**src/hw/rtl/rsh_pkg.sv**
```systemverilog
`default_nettype none
// ----------------------------------------------------------------------------
// rsh_pkg
// shared constants, types and the hue blend function of the shading pipeline
// ----------------------------------------------------------------------------
package rsh_pkg;

   localparam int FRAC = 20;
   localparam int VW = FRAC + 1;
   localparam int DIV_STEPS = VW;
   localparam int HW = FRAC + 4;

   localparam logic [VW-1:0] ONE_V = VW'(1) << FRAC;
   localparam logic [VW-1:0] HALF_V = VW'(1) << (FRAC - 1);

   localparam logic signed [HW-1:0] ONE_H = HW'(1) <<< FRAC;
   localparam logic signed [HW-1:0] TWO_H = HW'(2) <<< FRAC;
   localparam logic signed [HW-1:0] THREE_H = HW'(3) <<< FRAC;
   localparam logic signed [HW-1:0] FOUR_H = HW'(4) <<< FRAC;
   localparam logic signed [HW-1:0] SIX_H = HW'(6) <<< FRAC;

   localparam logic [15:0] K_ONE = 16'd16384;
   localparam logic [15:0] CH_MAX = 16'hFFFF;

   typedef enum logic [1:0] {
      SEC_RED,
      SEC_GREEN,
      SEC_BLUE
   } sector_type;

   typedef struct packed {
      logic        hsl;
      logic [15:0] byp_red;
      logic [15:0] byp_green;
      logic [15:0] byp_blue;
      logic [19:0] light;
      sector_type  sector;
      logic        hue_neg;
      logic        grey;
      logic [15:0] factor;
   } tag_type;

   // one channel of the hsl to rgb conversion
   function automatic logic [VW-1:0] hue_channel(input logic signed [HW-1:0] h_raw,
                                                 input logic [VW-1:0] m1,
                                                 input logic [VW-1:0] m2);
      logic signed [HW-1:0] h;
      logic [VW-1:0]        span;
      logic [VW-1:0]        t;
      logic [2*VW-1:0]      prod;
      logic [VW-1:0]        blended;
      logic [VW-1:0]        res;
      h = h_raw;
      if (h < 0) begin
         h = h + SIX_H;
      end
      if (h >= SIX_H) begin
         h = h - SIX_H;
      end
      span = m2 - m1;
      priority if (h < ONE_H) begin
         t = h[VW-1:0];
      end else if (h >= THREE_H && h < FOUR_H) begin
         t = VW'(FOUR_H - h);
      end else begin
         t = '0;
      end
      prod = {{VW{1'b0}}, span} * {{VW{1'b0}}, t};
      blended = m1 + prod[FRAC +: VW];
      priority if (h < ONE_H) begin
         res = blended;
      end else if (h < THREE_H) begin
         res = m2;
      end else if (h < FOUR_H) begin
         res = blended;
      end else begin
         res = m1;
      end
      return res;
   endfunction

endpackage
`default_nettype wire

```
**src/hw/rtl/rsh_divider.sv**
```systemverilog
`default_nettype none
// ----------------------------------------------------------------------------
// rsh_divider
// two pipelined restoring dividers, one quotient bit per stage
// ----------------------------------------------------------------------------
module rsh_divider (
   input  wire logic              clock,
   input  wire logic              reset,
   input  wire logic              adv,
   input  wire logic              in_valid,
   input  wire rsh_pkg::tag_type  in_tag,
   input  wire logic [19:0]       s_num,
   input  wire logic [20:0]       s_den,
   input  wire logic [19:0]       h_num,
   input  wire logic [20:0]       h_den,
   output logic                   out_valid,
   output rsh_pkg::tag_type       out_tag,
   output logic [rsh_pkg::VW-1:0] s_quo,
   output logic [rsh_pkg::VW-1:0] h_quo
);

   localparam int N = rsh_pkg::DIV_STEPS;
   localparam int VW = rsh_pkg::VW;

   logic             valid_ff [N];
   rsh_pkg::tag_type tag_ff [N];
   logic [21:0]      srem_ff [N];
   logic [21:0]      hrem_ff [N];
   logic [20:0]      sden_ff [N];
   logic [20:0]      hden_ff [N];
   logic [VW-1:0]    sq_ff [N];
   logic [VW-1:0]    hq_ff [N];

   for (genvar i = 0; i < N; i++) begin : g_step
      logic             valid_src;
      rsh_pkg::tag_type tag_src;
      logic [21:0]      srem_src, hrem_src;
      logic [20:0]      sden_src, hden_src;
      logic [VW-1:0]    sq_src, hq_src;
      logic [21:0]      srem_in, hrem_in;
      logic [VW-1:0]    sq_in, hq_in;

      if (i == 0) begin : g_first
         assign valid_src = in_valid;
         assign tag_src = in_tag;
         assign srem_src = {2'b0, s_num};
         assign hrem_src = {2'b0, h_num};
         assign sden_src = s_den;
         assign hden_src = h_den;
         assign sq_src = '0;
         assign hq_src = '0;
      end else begin : g_next
         assign valid_src = valid_ff[i-1];
         assign tag_src = tag_ff[i-1];
         assign srem_src = {srem_ff[i-1][20:0], 1'b0};
         assign hrem_src = {hrem_ff[i-1][20:0], 1'b0};
         assign sden_src = sden_ff[i-1];
         assign hden_src = hden_ff[i-1];
         assign sq_src = sq_ff[i-1];
         assign hq_src = hq_ff[i-1];
      end

      always_comb begin
         if (srem_src >= {1'b0, sden_src}) begin
            srem_in = srem_src - {1'b0, sden_src};
            sq_in = {sq_src[VW-2:0], 1'b1};
         end else begin
            srem_in = srem_src;
            sq_in = {sq_src[VW-2:0], 1'b0};
         end
         if (hrem_src >= {1'b0, hden_src}) begin
            hrem_in = hrem_src - {1'b0, hden_src};
            hq_in = {hq_src[VW-2:0], 1'b1};
         end else begin
            hrem_in = hrem_src;
            hq_in = {hq_src[VW-2:0], 1'b0};
         end
      end

      always_ff @(posedge clock) begin
         if (reset) begin
            valid_ff[i] <= 1'b0;
         end else if (adv) begin
            valid_ff[i] <= valid_src;
         end
      end

      always_ff @(posedge clock) begin
         if (adv) begin
            tag_ff[i] <= tag_src;
            srem_ff[i] <= srem_in;
            hrem_ff[i] <= hrem_in;
            sden_ff[i] <= sden_src;
            hden_ff[i] <= hden_src;
            sq_ff[i] <= sq_in;
            hq_ff[i] <= hq_in;
         end
      end
   end

   assign out_valid = valid_ff[N-1];
   assign out_tag = tag_ff[N-1];
   assign s_quo = sq_ff[N-1];
   assign h_quo = hq_ff[N-1];

endmodule
`default_nettype wire

```
**config.mk**
```make
export PLATFORM = sky130hd
export DESIGN_NAME = rsh_divider
export DESIGN_NICKNAME = d
export VERILOG_FILES = /design/src/hw/rtl/rsh_pkg.sv /design/src/hw/rtl/rsh_divider.sv
export SDC_FILE = /design/constraint.sdc
export NUM_CORES = 2
export LEC_CHECK = 0
export BUFFER_PORTS_ARGS = -buffer_cell sky130_fd_sc_hd__buf_2
export CELL_PAD_IN_SITES_DETAIL_PLACEMENT = 0
export CELL_PAD_IN_SITES_GLOBAL_PLACEMENT = 1
export CORE_UTILIZATION = 54
export CTS_CLUSTER_SIZE = 12
export DETAILED_ROUTE_END_ITERATION = 12
export GPL_TIMING_DRIVEN = 0
export PLACE_DENSITY_LB_ADDON = 0.1
export SYNTH_ARGS = -nofsm -noshare
export SYNTH_HDL_FRONTEND = slang
export SYNTH_MEMORY_MAX_BITS = 65536
export SYNTH_SLANG_ARGS = --single-unit
```
**constraint.sdc**
```tcl
create_clock -name clock -period 4.5 [get_ports clock]
set_clock_uncertainty 0.15 [all_clocks]
set_input_delay 0 -clock clock [delete_from_list [all_inputs] [get_ports clock]]
set_output_delay 0 -clock clock [all_outputs]
set_load 0.05 [all_outputs]
```
# --- Word-level counts from Yosys, hierarchy flattened ---
# Memory sizes are Yosys's and may differ from the RTL's.
# Cells that the tools add are included.
classes:
  bitwise_logic: 21
  magnitude_cmp: 42
  muxes: 111
  add_sub_neg: 42
op_table:
  columns: ["operator", "n"]
  rows:
  - ["two-way mux 22 bit", 42]
  - ["greater-or-equal comparator 22 x 21 -> 1 bit", 40]
  - ["subtractor 22 x 21 -> 22 bit", 40]
  - ["two-way mux 1 bit", 69]
  - ["subtractor 20 x 21 -> 22 bit", 2]
  - ["greater-or-equal comparator 20 x 21 -> 1 bit", 2]
  - ["OR 1 bit", 21]
word_totals:
  memories: 8
  word_cells: 224
  output_inout_bits: 132
  ramBits: 4578
  ff_bits: 0
mem_list:
  columns: ["name", "depth", "width", "rd", "rd_ports_with_merged_regs", "wr", "line_no", "text"]
  rows:
  - ["tag_ff", 21, 89, 21, 0, 21, "rsh_divider.sv:26", "rsh_pkg::tag_type tag_ff [N];"]
  - ["hrem_ff", 21, 22, 20, 0, 21, "rsh_divider.sv:28", "logic [21:0] hrem_ff [N];"]
  - ["srem_ff", 21, 22, 20, 0, 21, "rsh_divider.sv:27", "logic [21:0] srem_ff [N];"]
  - ["hden_ff", 21, 21, 20, 0, 21, "rsh_divider.sv:30", "logic [20:0] hden_ff [N];"]
  - ["hq_ff", 21, 21, 21, 0, 21, "rsh_divider.sv:32", "logic [VW-1:0] hq_ff [N];"]
  - ["sden_ff", 21, 21, 20, 0, 21, "rsh_divider.sv:29", "logic [20:0] sden_ff [N];"]
  - ["2 more memories", null, null, null, null, null, null, null]

# --- Depth between registers and ports, before layout ---
logic_depth:
  depth_word: 4
  depth_mapped: 15
  mapped_depth_nobuf: 14

# --- Worst setup path after synthesis ---
# No wires, ideal clock.
synth_path:
  path_kind: "register -> register"
  from: "memory hden_ff[3][0] (netlist: hden_ff[0][63])"
  to: "memory hrem_ff[4][10] (netlist: hrem_ff[1][10]), data pin"
  required_ps: 4088
  arrival_ps: 2867
  path_buffers: 1
  path_stages_with_launch: 13
  slack_ps: 1221
  path_cell_list: "edfxtp_1 > fa_1 > nor2b_1 > o21ai_1 > nand2b_1 > a2111oi_4 > o32ai_1 > o41ai_4 > o21ai_2 > a21oi_1 > o21ai_1 > buf_4 > mux2_1"
synth_lines:
  columns: ["item", "line_no"]
  rows:
  - ["from (decl)", "rsh_divider.sv:30"]
  - ["to (decl)", "rsh_divider.sv:28"]

==> run_results.csv <==
group,metric,value,unit
die,start_util,54.4,%
synthesis,synth_mux_area_share,3.30,%
global_route,antenna_found_initial,5,
synthesis,synthFlopType,"edfxtp_1",
synthesis,synth-xor-area-share,3.36,%
placement,dp_hpwl,218,mm
run_status,run_status,"complete, no violations",
routing,vias,92400,
routing,via_per_inst,5.37,
clock_network,path_clk_slew,0.06,ns
layout,stdcell_area,197000,µm²
clock_network,worstSkewPairLatency,0.97,ns
synthesis,yosysUniqueCellTypes,92,
clock_network,root_buffer,"clkbuf_16",
synthesis,ys_ff_latch,4032,
synthesis,synth_common_cells,"edfxtp_1, inv_1, ha_1",
die,dieArea,323000,µm²
die,io_pins,307,
routing,final_antenna_net_count,0,
global_route,grt_max_degree,193,
synthesis,async_flop_share,0,%
sta,max_slew_margin,26.0,%
synthesis,synthTopCellsByArea,"edfxtp_1, ha_1, inv_1, mux2_2, xnor2_1",
layout,fillers,23200,
worst_setup_path,critPathKind,"in -> reg",
routing,dr.pass1.iters,5,
synthesis,synth_fa_ha_area_share,6.81,%
worst_setup_path,cp-start-kind,"primary input",
routing,drt_iter0_markers,5276,
synthesis,ys_warn_count,0,
worst_setup_path,crit_arrival,4.92,ns
worst_setup_path,critPathLaunch,"s_num[0]",
sta,whs,0.123,ns
pwr,p_seq_share,42.1,%
sta,finalHoldViolCount,0,
synthesis,avgSynthCellArea,14.8,µm²
worst_setup_path,rr_startpoint,"hden_ff[1][42]$_DFFE_PP_",
die,die_w,568,µm
synthesis,synth_top_area_share,69.9,%
sta,tns,0,ns
sta,worstMarginPinSlew,1.10,ns
layout,multi_input_area,47000,µm²
global_route,grt_overflow,0,
layout,final_nets,13900,
global_route,grt_usage,19.4,%
synthesis,ys_seq_area_share,69.9,%
sta,post-route-period-util,97.9,%
synthesis,synth_compound_area_share,8.22,%
sta,final_max_slew_viol_count,0,
clock_network,cts_made_buffers,414,
placement,place_area,181000,µm²
synthesis,synth.largest_area_cell,"edfxtp_1",
pwr,switching_share,31.4,%
worst_setup_path,required,5.01,ns
clock_network,htreeDepth,5,
global_route,grt_pass1_vias,95200,
sta,min_period,4.41,ns
pwr,p_clk_share,25.6,%
layout,drive_above_1_share,10.3,%
pwr,p_switching,0.0395,W
die,core,319000,µm²
pwr,leakagePower,76.0,nW
synthesis,synthCells,11700,
placement,io_buffers,306,
pwr,irDropWorstVdd,414,µV
clock_network,clock_sinks,4032,
global_route,grt_first_pass_wirelength,501,mm
sta,finalSetupViolations,0,
pwr,power-per-cell-area,639,nW/µm²
synthesis,synth_area,173000,µm²
worst_setup_path,cp_max_fo,10,
pwr,comb_power_share,32.3,%
routing,routed_wl,322,mm
routing,drc,0,
routing,dr_wl_met3,9.77,mm
die,fp-row-count,207,
routing,routed.top_layer,"met4",
routing,wl_met1,126,mm
routing,route.met2.wl,170,mm
min_path,hold_path_class,"in -> reg",
min_path,hold_start,"in_tag[46]",
clock_network,cts_buffer_depth,4,
synthesis,syn_nets,12800,
flow_run,maxCapViolations,0,
synthesis,synth_edf_count,4032,
clock_network,cts_tree,"done",
layout,areaGrowthSynthToFinish,13.9,%
synthesis,synth_simple_gate_area_share,5.40,%
layout,seq_area,121000,µm²
die,dieHeight,568,µm
sta,fmax,227,MHz
synthesis,synth_top_family_by_area,"compound AO/OA/AOI/OAI gates",
worst_setup_path,end_kind,"flop",
routing,wl_per_cell,18.7,µm
synthesis,synth_most_common_cell,"edfxtp_1",
pwr,intPower,0.0865,W
placement,gp_congestion,0.906,
## repair_timing
item / CTS / global route
hold buffers: 373 / 4
endpoints found under the hold margin: 807 / 137
buffers inserted: 0 / 5
setup endpoints to repair: 6 / 44
resized for setup: 1 / 10
cloned: 0 / 1
pin swaps: 0 / 1
## worst paths after layout
| path | depth (start not counted) | endpoint | slack [ns] |
|---|---|---|---|
| worst min register to register | 0 | sq_ff[3][8]$_DFFE_PP_ | 0.23 |
| worst max register to register | 12 | hrem_ff[1][78]$_DFFE_PP_ | 0.19 |
| worst max-delay path | 18 | srem_ff[0][18]$_DFFE_PP_ | 0.09 |
| worst min-delay path | 3 | tag_ff[0][46]$_DFFE_PP_ | 0.12 |
## power groups by stage
| stage | logic (W) | clock network (W) | registers [W] |
|---|---|---|---|
| 2_1_floorplan | 0.0304 | 0 | 0.0525 |
| 3_3_place_gp | 0.0375 | 0 | 0.0559 |
| 3_5_place_dp | 0.0401 | 0 | 0.0537 |
| 4_1_cts | 0.0408 | 0.0331 | 0.0530 |
| 5_1_grt | 0.0450 | 0.0345 | 0.0536 |
| 6_report | 0.0407 | 0.0323 | 0.0530 |
## metrics by stage
step	total power (W)	util (%)	worst slack, ns	cells
floorplan	0.0829	-	1.22	11700
global placement	0.0933	56.5	-61.47	16200
detailed placement	0.0938	56.7	-0.752	16200
CTS	0.127	61.8	0.0209	17200
global route	0.133	61.9	-0.0430	17200
finish	0.126	61.9	0.0947	17200
## worst max-delay path: stages
cell and delay [ns]:
dlygate4sd3_1 0.54, buf_2 0.13, dlygate4sd3_1 0.54, inv_1 0.08, ha_1 0.17, inv_1 0.05, fa_1 0.41, a21o_1 0.17
a21o_1 0.21, a21oi_2 0.17, o21ai_1 0.12, a41o_1 0.30, o41a_1 0.44, o21ai_1 0.23, a21oi_2 0.19, clkbuf_4 0.28
mux2_1 0.34, dlygate4sd3_1 0.55
## final cells by class
class | count | area share [%]
antenna | 4 | 0.00508
buffer | 167 | 0.388
clock buffer | 498 | 5.44
clock inverter | 161 | 0.949
inverter | 1172 | 2.23
multi-input combinational | 6301 | 23.8
sequential | 4032 | 61.4
tap | 4180 | 2.65
timing repair buffer | 712 | 3.11
## cell usage in the layout, fill, tap and decap left out, types with 30 or more instances in the layout
cell	netlist	layout
a21oi_1	724	722
a21o_1	307	307
nand2_1	500	500
a31oi_1	76	76
inv_1	1170	1170
fa_1	40	40
mux2_1	122	122
or3_1	36	36
a221o_1	41	41
xor2_1	221	221
a21boi_0	49	49
a211oi_1	35	34
dlygate4sd3_1	0	370
and2_1	58	58
buf_2	41	344
buf_16	0	30
mux2_2	363	363
clkinv_2	0	40
clkbuf_1	106	188
ha_1	878	878
and3_1	73	73
nand2b_1	111	111
nand3_1	153	153
o41ai_1	30	30
o21ai_1	83	79
o21a_1	66	66
nand4_1	73	73
o31ai_1	43	43
xnor2_1	443	443
o21bai_1	90	90
o21ai_0	455	455
clkbuf_16	0	416
edfxtp_1	4032	4032
nor3_1	122	122
clkinv_1	0	64
nor2b_1	151	151
nor2_1	569	569
## logic make-up after synthesis
logic type | Yosys count
buffers and inverters | 1339
muxes | 511
DFF | 4032
and+or+nand+nor | 1955
AOI/OAI and AO/OA | 2253
adders and majority gates | 918
xor gates and xnor gates | 664
## flip-flops by register name, summed over array words and instances (netlist names)
name and cells:
sq_ff 231, srem_ff 420, hden_ff 420, hq_ff 231
hrem_ff 420, valid_ff 21, sden_ff 420, tag_ff 1869
## layer usage
layer  up-vias  GRT usage [%]
met3       794           2.24
met4         0           9.50
met5         -              0
li1      45500              -
met2      1738           36.6
met1     44400           21.7
(Power assumes the default switching activity.)
