`config.mk`:
```
export PLATFORM = sky130hd
export DESIGN_NAME = rsh_front
export DESIGN_NICKNAME = d
export VERILOG_FILES = /design/src/hw/rtl/rsh_pkg.sv /design/src/hw/rtl/rsh_front.sv
export SDC_FILE = /design/constraint.sdc
export NUM_CORES = 1
export LEC_CHECK = 0
export BUFFER_PORTS_ARGS = -buffer_cell sky130_fd_sc_hd__buf_2
export CORE_UTILIZATION = 40
export CTS_BUF_LIST = sky130_fd_sc_hd__clkbuf_16
export DETAILED_ROUTE_END_ITERATION = 16
export PLACE_DENSITY_LB_ADDON = 0.15
export SKIP_CTS_REPAIR_TIMING = 1
export SLEW_MARGIN = 10
export SYNTH_ARGS = -nofsm -noshare
export SYNTH_HDL_FRONTEND = slang
export SYNTH_SLANG_ARGS = --single-unit
```
`constraint.sdc`:
```
create_clock -name clock -period 22.9 [get_ports clock]
set_input_delay 4.58 -clock clock [delete_from_list [all_inputs] [get_ports clock]]
set_output_delay 4.58 -clock clock [all_outputs]
set_load 0.02 [all_outputs]
```
`src/hw/rtl/rsh_pkg.sv`:
```
`default_nettype none
// ----------------------------------------------------------------------------
// rsh_pkg
// shared constants, types and the hue blend function of the shading pipeline
// ----------------------------------------------------------------------------
package rsh_pkg;

   localparam int FRAC = 20;
   localparam int VW = FRAC + 1;
   localparam int DIV_STEPS = VW;
   localparam int HW = FRAC + 4;

   localparam logic [VW-1:0] ONE_V = VW'(1) << FRAC;
   localparam logic [VW-1:0] HALF_V = VW'(1) << (FRAC - 1);

   localparam logic signed [HW-1:0] ONE_H = HW'(1) <<< FRAC;
   localparam logic signed [HW-1:0] TWO_H = HW'(2) <<< FRAC;
   localparam logic signed [HW-1:0] THREE_H = HW'(3) <<< FRAC;
   localparam logic signed [HW-1:0] FOUR_H = HW'(4) <<< FRAC;
   localparam logic signed [HW-1:0] SIX_H = HW'(6) <<< FRAC;

   localparam logic [15:0] K_ONE = 16'd16384;
   localparam logic [15:0] CH_MAX = 16'hFFFF;

   typedef enum logic [1:0] {
      SEC_RED,
      SEC_GREEN,
      SEC_BLUE
   } sector_type;

   typedef struct packed {
      logic        hsl;
      logic [15:0] byp_red;
      logic [15:0] byp_green;
      logic [15:0] byp_blue;
      logic [19:0] light;
      sector_type  sector;
      logic        hue_neg;
      logic        grey;
      logic [15:0] factor;
   } tag_type;

   // one channel of the hsl to rgb conversion
   function automatic logic [VW-1:0] hue_channel(input logic signed [HW-1:0] h_raw,
                                                 input logic [VW-1:0] m1,
                                                 input logic [VW-1:0] m2);
      logic signed [HW-1:0] h;
      logic [VW-1:0]        span;
      logic [VW-1:0]        t;
      logic [2*VW-1:0]      prod;
      logic [VW-1:0]        blended;
      logic [VW-1:0]        res;
      h = h_raw;
      if (h < 0) begin
         h = h + SIX_H;
      end
      if (h >= SIX_H) begin
         h = h - SIX_H;
      end
      span = m2 - m1;
      priority if (h < ONE_H) begin
         t = h[VW-1:0];
      end else if (h >= THREE_H && h < FOUR_H) begin
         t = VW'(FOUR_H - h);
      end else begin
         t = '0;
      end
      prod = {{VW{1'b0}}, span} * {{VW{1'b0}}, t};
      blended = m1 + prod[FRAC +: VW];
      priority if (h < ONE_H) begin
         res = blended;
      end else if (h < THREE_H) begin
         res = m2;
      end else if (h < FOUR_H) begin
         res = blended;
      end else begin
         res = m1;
      end
      return res;
   endfunction

endpackage
`default_nettype wire

```
`src/hw/rtl/rsh_front.sv`:
```
`default_nettype none
// ----------------------------------------------------------------------------
// rsh_front
// min/max, lightness, divider operands and the simple/bypass result
// ----------------------------------------------------------------------------
module rsh_front (
   input  wire logic            clock,
   input  wire logic            reset,
   input  wire logic            adv,
   input  wire logic            mode,
   input  wire logic            in_valid,
   input  wire logic [15:0]     in_red,
   input  wire logic [15:0]     in_green,
   input  wire logic [15:0]     in_blue,
   input  wire logic [15:0]     factor,
   output logic                 out_valid,
   output rsh_pkg::tag_type     out_tag,
   output logic [19:0]          s_num,
   output logic [20:0]          s_den,
   output logic [19:0]          h_num,
   output logic [20:0]          h_den
);

   logic [19:0] r, g, b, mx, mn, delta, ha, hb;
   logic [20:0] sum;
   logic [21:0] inv_sum;
   logic [18:0] t_red, t_green, t_blue;
   logic [15:0] simp_red, simp_green, simp_blue;
   rsh_pkg::tag_type tag_in, tag_ff;
   logic        valid_ff;
   logic [19:0] s_num_ff, h_num_ff;
   logic [20:0] s_den_ff, h_den_ff, s_den_in;

   function automatic logic [15:0] simple_ch(input logic [18:0] t);
      logic [15:0] v;
      priority if (t < 19'd65536) begin
         v = '0;
      end else if (t >= 19'd131072) begin
         v = rsh_pkg::CH_MAX;
      end else begin
         v = t[15:0];
      end
      return v;
   endfunction

   always_comb begin
      r = {in_red, 4'b0};
      g = {in_green, 4'b0};
      b = {in_blue, 4'b0};
      mx = r;
      mn = r;
      if (g > mx) mx = g;
      if (b > mx) mx = b;
      if (g < mn) mn = g;
      if (b < mn) mn = b;
      sum = {1'b0, mx} + {1'b0, mn};
      delta = mx - mn;
      inv_sum = 22'h20_0000 - {1'b0, sum};
      s_den_in = (sum[20:1] <= rsh_pkg::HALF_V[19:0]) ? sum : inv_sum[20:0];

      tag_in.light = sum[20:1];
      tag_in.grey = (mx == mn);
      tag_in.factor = factor;
      priority if (r == mx) begin
         tag_in.sector = rsh_pkg::SEC_RED;
         ha = g;
         hb = b;
      end else if (g == mx) begin
         tag_in.sector = rsh_pkg::SEC_GREEN;
         ha = b;
         hb = r;
      end else begin
         tag_in.sector = rsh_pkg::SEC_BLUE;
         ha = r;
         hb = g;
      end
      tag_in.hue_neg = (ha < hb);

      t_red = {3'b0, in_red} + {1'b0, factor, 2'b0};
      t_green = {3'b0, in_green} + {1'b0, factor, 2'b0};
      t_blue = {3'b0, in_blue} + {1'b0, factor, 2'b0};
      simp_red = simple_ch(t_red);
      simp_green = simple_ch(t_green);
      simp_blue = simple_ch(t_blue);

      tag_in.hsl = 1'b0;
      priority if (factor == rsh_pkg::K_ONE) begin
         tag_in.byp_red = in_red;
         tag_in.byp_green = in_green;
         tag_in.byp_blue = in_blue;
      end else if (!mode) begin
         tag_in.byp_red = simp_red;
         tag_in.byp_green = simp_green;
         tag_in.byp_blue = simp_blue;
      end else begin
         tag_in.hsl = 1'b1;
         tag_in.byp_red = in_red;
         tag_in.byp_green = in_green;
         tag_in.byp_blue = in_blue;
      end
   end

   always_ff @(posedge clock) begin
      if (reset) begin
         valid_ff <= 1'b0;
      end else if (adv) begin
         valid_ff <= in_valid;
      end
   end

   always_ff @(posedge clock) begin
      if (adv) begin
         tag_ff <= tag_in;
         s_num_ff <= delta;
         s_den_ff <= s_den_in;
         h_num_ff <= tag_in.hue_neg ? (hb - ha) : (ha - hb);
         h_den_ff <= {1'b0, delta};
      end
   end

   assign out_valid = valid_ff;
   assign out_tag = tag_ff;
   assign s_num = s_num_ff;
   assign s_den = s_den_ff;
   assign h_num = h_num_ff;
   assign h_den = h_den_ff;

endmodule
`default_nettype wire

```
### Word level (Yosys, flattened, before mapping)

Index checks and enable logic that the tools add are counted.

* logic and storage cells: 57
* output and inout bits: 172
* register bits after elaboration: 151

* add/sub/neg operators: 8
* eq/ne operators: 4
* order comparisons: 12
* muxes and demuxes: 20

Operators by type and width (number)
* two-way mux 20 bit: 9
* two-way mux 16 bit: 6
* two-way mux 48 bit: 2
* equality test 20 bit: 3
* < comparator 20 bit: 3
* subtractor 20 bit: 3
* adder 16 x 18 -> 19 bit: 3
* greater-or-equal comparator 19 x 18 -> 1 bit, second input constant: 3
* < comparator 19 x 17 -> 1 bit, second input constant: 3
* > comparator 20 bit: 2
* adder 20 x 20 -> 21 bit: 1
* two-way mux 21 bit: 1
* subtractor 1 x 21 -> 21 bit, first input constant: 1
* <= comparator 20 bit, second input constant: 1
* equality test 16 x 15 -> 1 bit, second input constant: 1
* two-way mux 2 bit: 1
* two-way mux 1 bit: 1

### Depth between registers and ports, before layout

* depth in word-level cells: 9
* gate-level depth with buffers: 40
* depth with buffers taken out: 36

### Worst setup path before layout

OpenSTA, ideal clock, no wires.

* path type: input to register
* from: input port in_red[14]
* to: register h_num_ff[19], in the netlist h_num[19] (data pin)
* arrival time: 13.352 ns
* library setup time: 0.261 ns
* path slack: 9.287 ns
* path buffers: 6
* cell stages on the path: 38
* path through: clkbuf_1 inv_1 ha_1 nand4_1 nor4_1 a21boi_0 nand4b_1 nand2_1 clkbuf_1 mux2i_1 ha_1 nand4_1 or4_1 or3_4 and2_4 buf_6 a221o_1 a222oi_1 (+2 left out) clkbuf_1 nor2_1 a21oi_1 a21oi_1 ha_1 clkbuf_1 a21o_1 a21o_1 a21oi_1 o221ai_1 a211oi_1 o31ai_2 mux2_2 a221o_1 a21oi_1 o41ai_1 o21a_1 a311o_1

* word-level cells in the longest chain between the ends: 9
* elaborated cells on any way between the ends: 14
* classes of those cells: add/sub: 2; order compare: 3; eq/ne: 2; mux: 7

RTL lines
* start: declaration: RTL line rsh_front.sv:12 `input wire logic [15:0] in_red,`
* > comparator 20 bit: RTL line rsh_front.sv:52 `if (g > mx) mx = g;`
* two-way mux 20 bit: RTL line rsh_front.sv:52
* > comparator 20 bit: RTL line rsh_front.sv:53 `if (b > mx) mx = b;`
* two-way mux 20 bit: RTL line rsh_front.sv:53
* equality test 20 bit: RTL line rsh_front.sv:68 `end else if (g == mx) begin`
* two-way mux 20 bit: RTL line rsh_front.sv:68
* two-way mux 20 bit: RTL line rsh_front.sv:64 `priority if (r == mx) begin`
* subtractor 20 bit / < comparator 20 bit (equally long branches): RTL line rsh_front.sv:116, rsh_front.sv:77
* two-way mux 20 bit *: RTL line rsh_front.sv:116 `h_num_ff <= tag_in.hue_neg ? (hb - ha) : (ha - hb);`
* end signal: assignment: RTL line rsh_front.sv:116
* end: declaration: RTL line rsh_front.sv:31 `logic [19:0] s_num_ff, h_num_ff;`

Every way passes the cells marked *; elsewhere a longest branch is shown, timed or not.
A chain may end at the register's enable or synchronous reset.

### Worst setup path in the final report

* from: input port in_red[14]
* to: register h_num_ff[15], in the netlist h_num[15] (data pin)

The elaborated chain is that of the path after synthesis.

==> flow_metrics.py <==
metrics = {
    "outcome": {
        "status": "finished, final reports clean",
    },
    "timing": {
        "clock_skew_ns": 0,
        "rsz0062_at_grt": "no",
        "tightest_slew_ns": 1.09,
        "setup_violations": 0,
        "min_period_ns": 14.70,
        "drv_slew": 0,
        "finalCritPeriodShare": 0.642,
        "fmax_ghz": 0.0680,
        "finalSetupTns_ns": 0,
        "slew-limit-headroom": 0.274,
        "hold_viol": 0,
    },
    "power_and_ir_drop": {
        "vdd_ir_drop_max_mv": 0.0542,
        "p_leak_nw": 6.65,
        "comb_power_share": 0.577,
        "power_mw": 1.62,
        "p_int_mw": 0.893,
        "power_frac_clock": 0.172,
        "p_sw_frac": 0.449,
        "p_switching_mw": 0.726,
        "p_seq_frac": 0.251,
        "pwr_density_cell_nw_per_um2": 103,
    },
    "synthesis": {
        "synth_edf_count": 133,
        "netlist.area_leader.share": 0.287,
        "synth_cell_type_count": 72,
        "ys_ff_latch": 134,
        "synth_cells": 1594,
        "yosys.area.top_type": "edfxtp_1",
        "yosysWarnings": 0,
        "ys.flop_type": "edfxtp_1",
        "syn_area_sq_um": 13900,
        "synth_async_sr_flop_share": 0,
        "yosys-top-cells-area": "edfxtp_1 29%, ha_1 14%, a21oi_1 6.1%",
        "avgSynthCellArea_sq_um": 8.72,
        "ys_seq_area_frac": 0.289,
    },
    "placement": {
        "detailed_place_hpwl_mm": 35.0,
        "gp_congestion": 0.977,
        "placed_cell_area_sq_um": 15100,
        "io_buffers": 220,
    },
    "routing": {
        "drt_first_pass_iters": 5,
        "drt-initial-drc-count": 1189,
        "drtAntennaViolNets": 0,
        "vias_per_cell": 5.86,
        "wl_mm": 46.7,
        "num_vias": 12700,
        "wl_per_cell_um": 21.5,
        "drc": 0,
    },
    "clock_tree": {
        "path_clk_slew_ns": 0.06,
        "clk_latency_ns": 0.44,
        "cts_tree": "yes",
        "cts_max_path_buffers": 2,
        "clock_sink_count": 134,
        "clockRootBuffer": "clkbuf_16",
        "cts_inserted_buffers": 17,
        "htreeDepth": 4,
    },
    "setup_path": {
        "crit_path_start_kind": "input pin",
        "critical_path_class": "in2reg",
        "crit_path_end_kind": "register",
        "cp.arrival_ns": 14.97,
        "ff2ff_setup_slack_ns": 22.32,
        "worst_path_max_delay_cell": "a2111oi_0",
        "critPathRequiredTime_ns": 23.17,
        "cp_max_fo": 54,
        "cp_top_family": "simple AND/OR/NAND/NOR gates",
        "crit_buf_inv": 4,
        "critical_path.max_stage_delay_ns": 0.64,
    },
    "layout": {
        "ff_latch_area_sq_um": 4010,
        "stdcell_area_sq_um": 15600,
        "syn_to_final_growth_pct": 12.6,
        "fillCellCount": 3354,
        "multi_input_area_sq_um": 8890,
        "drive_above_1_share": 0.172,
        "nets": 1935,
    },
    "global_routing": {
        "grt_max_degree": 74,
        "grt_pass1_wl_mm": 71.6,
        "grt_remaining_overflow": 0,
        "antenna_found_initial": 2,
        "grt_usage": 0.263,
        "first_global_vias": 11900,
    },
    "die": {
        "initial_utilization": 0.410,
        "fp.dieW_um": 188,
        "pin_count": 241,
        "core_sq_um": 33900,
        "fp-row-count": 67,
        "die_h_um": 188,
        "dieArea_sq_um": 35500,
    },
    "hold_path": {
        "worstHoldPathType": "reg2reg",
    },
    "flow_run": {
        "cap_violations": 0,
    },
}
==> layout by cell type (no fill, tap or decap), types with 20 or more instances in the layout <==
master	instances
o31ai_1	26
buf_2	219
nand2_1	42
xor2_1	26
nand4_1	27
inv_1	96
nor4_1	28
mux2i_1	37
a311oi_1	54
o21bai_1	29
a21o_1	52
o21ai_0	67
nor2_1	168
conb_1	20
ha_1	151
edfxtp_1	133
a21oi_1	167
xnor2_1	90
==> logic make-up after synthesis <==
group,synth area share
AO/OA/AOI/OAI,0.249
AND/OR/NAND/NOR,0.131
buffers and inverters,0.0805
adder cells (fa/ha/maj),0.146
flip-flops,0.289
XOR/XNOR,0.0731
multiplexers,0.0307
other,0.000270
==> routing by layer <==
| layer | vias to the layer above | wire length (um) | part of all wire | global-route usage |
|---|---|---|---|---|
| li1 | 6080 | - | - | - |
| met1 | 6068 | 21400 | 0.46 | 0.364 |
| met2 | 501 | 21000 | 0.45 | 0.413 |
| met3 | 65 | 3280 | 0.070 | 0.0456 |
| met4 | 0 | 991 | 0.021 | 0.0856 |
| met5 | - | 0 | 0 | 0 |
==> path summary, 6_finish.rpt <==
path,from,endpoint,cells after the start
setup reg to reg,out_valid$_SDFFE_PP0P_,out_valid$_SDFFE_PP0P_,2
hold reg to reg,out_valid$_SDFFE_PP0P_,out_valid$_SDFFE_PP0P_,2
setup / recovery,in_red[14],h_num[15]$_DFFE_PP_,34
hold / removal,out_valid$_SDFFE_PP0P_,out_valid$_SDFFE_PP0P_,2
==> power by group through the flow <==
stage / Clock [mW] / Sequential [mW] / Combinational (mW)
6_report: 0.279 / 0.407 / 0.933
5_1_grt: 0.294 / 0.415 / 1.03
4_1_cts: 0.286 / 0.409 / 0.929
3_5_place_dp: 0 / 0.413 / 0.923
3_3_place_gp: 0 / 0.413 / 0.921
2_1_floorplan: 0 / 0.508 / 0.592
==> Yosys cell counts (6+ instances only) <==
cell type  number
nor2_1        168
nand2b_1       12
buf_4          39
xnor2_1        90
nand4_1        27
or2_2           8
xor2_1         26
clkbuf_1      116
nor3_1         16
inv_1          95
nor2b_1        19
a221o_1         8
a31oi_1         8
a21o_1         52
fa_1            7
mux2i_1        37
ha_1          151
or3_1           8
o21a_1         12
o221ai_1        7
nand3_1        14
a21oi_1       168
o31ai_1        28
edfxtp_1      133
a211oi_1       13
o21bai_1       29
nor4_1         28
nand2_1        42
a311o_1        17
a311oi_1       54
a2111oi_0       6
o21ai_0        67
==> cell type report <==
class                      instances  area share
sequential                       134       0.257
multi-input combinational       1223       0.568
tap                              448      0.0358
timing repair buffer             237      0.0789
clock inverter                    13      0.0103
inverter                          95      0.0228
clock buffer                      17      0.0272
antenna                            1    0.000160
==> sequential cells by signal (all words and copies together), names as in the netlist <==
name / flops
h_num: 16
out_valid: 1
h_den: 15
out_tag: 85
s_den: 17
==> tightest hold or removal path, delay by kind of cell, from the launching register on <==
family | cells | cell delay [ns]
multiplexers | 1 | 0.06
flip-flops | 1 | 0.32
AND/OR/NAND/NOR | 1 | 0.07
==> metrics by stage <==
step / setup slack [ns] / utilization / cells / hold WS (ns)
2_1_floorplan: 9.29 / - / 1613 / 0.579
3_3_place_gp: 8.12 / 0.445 / 2137 / 0.469
3_5_place_dp: 7.91 / 0.445 / 2137 / 0.481
4_1_cts: 8.36 / 0.462 / 2167 / 0.494
5_1_grt: 7.47 / 0.462 / 2167 / 0.577
6_report: 8.20 / 0.462 / 2168 / 0.487
Note: power is estimated with default switching activity, not from simulation.
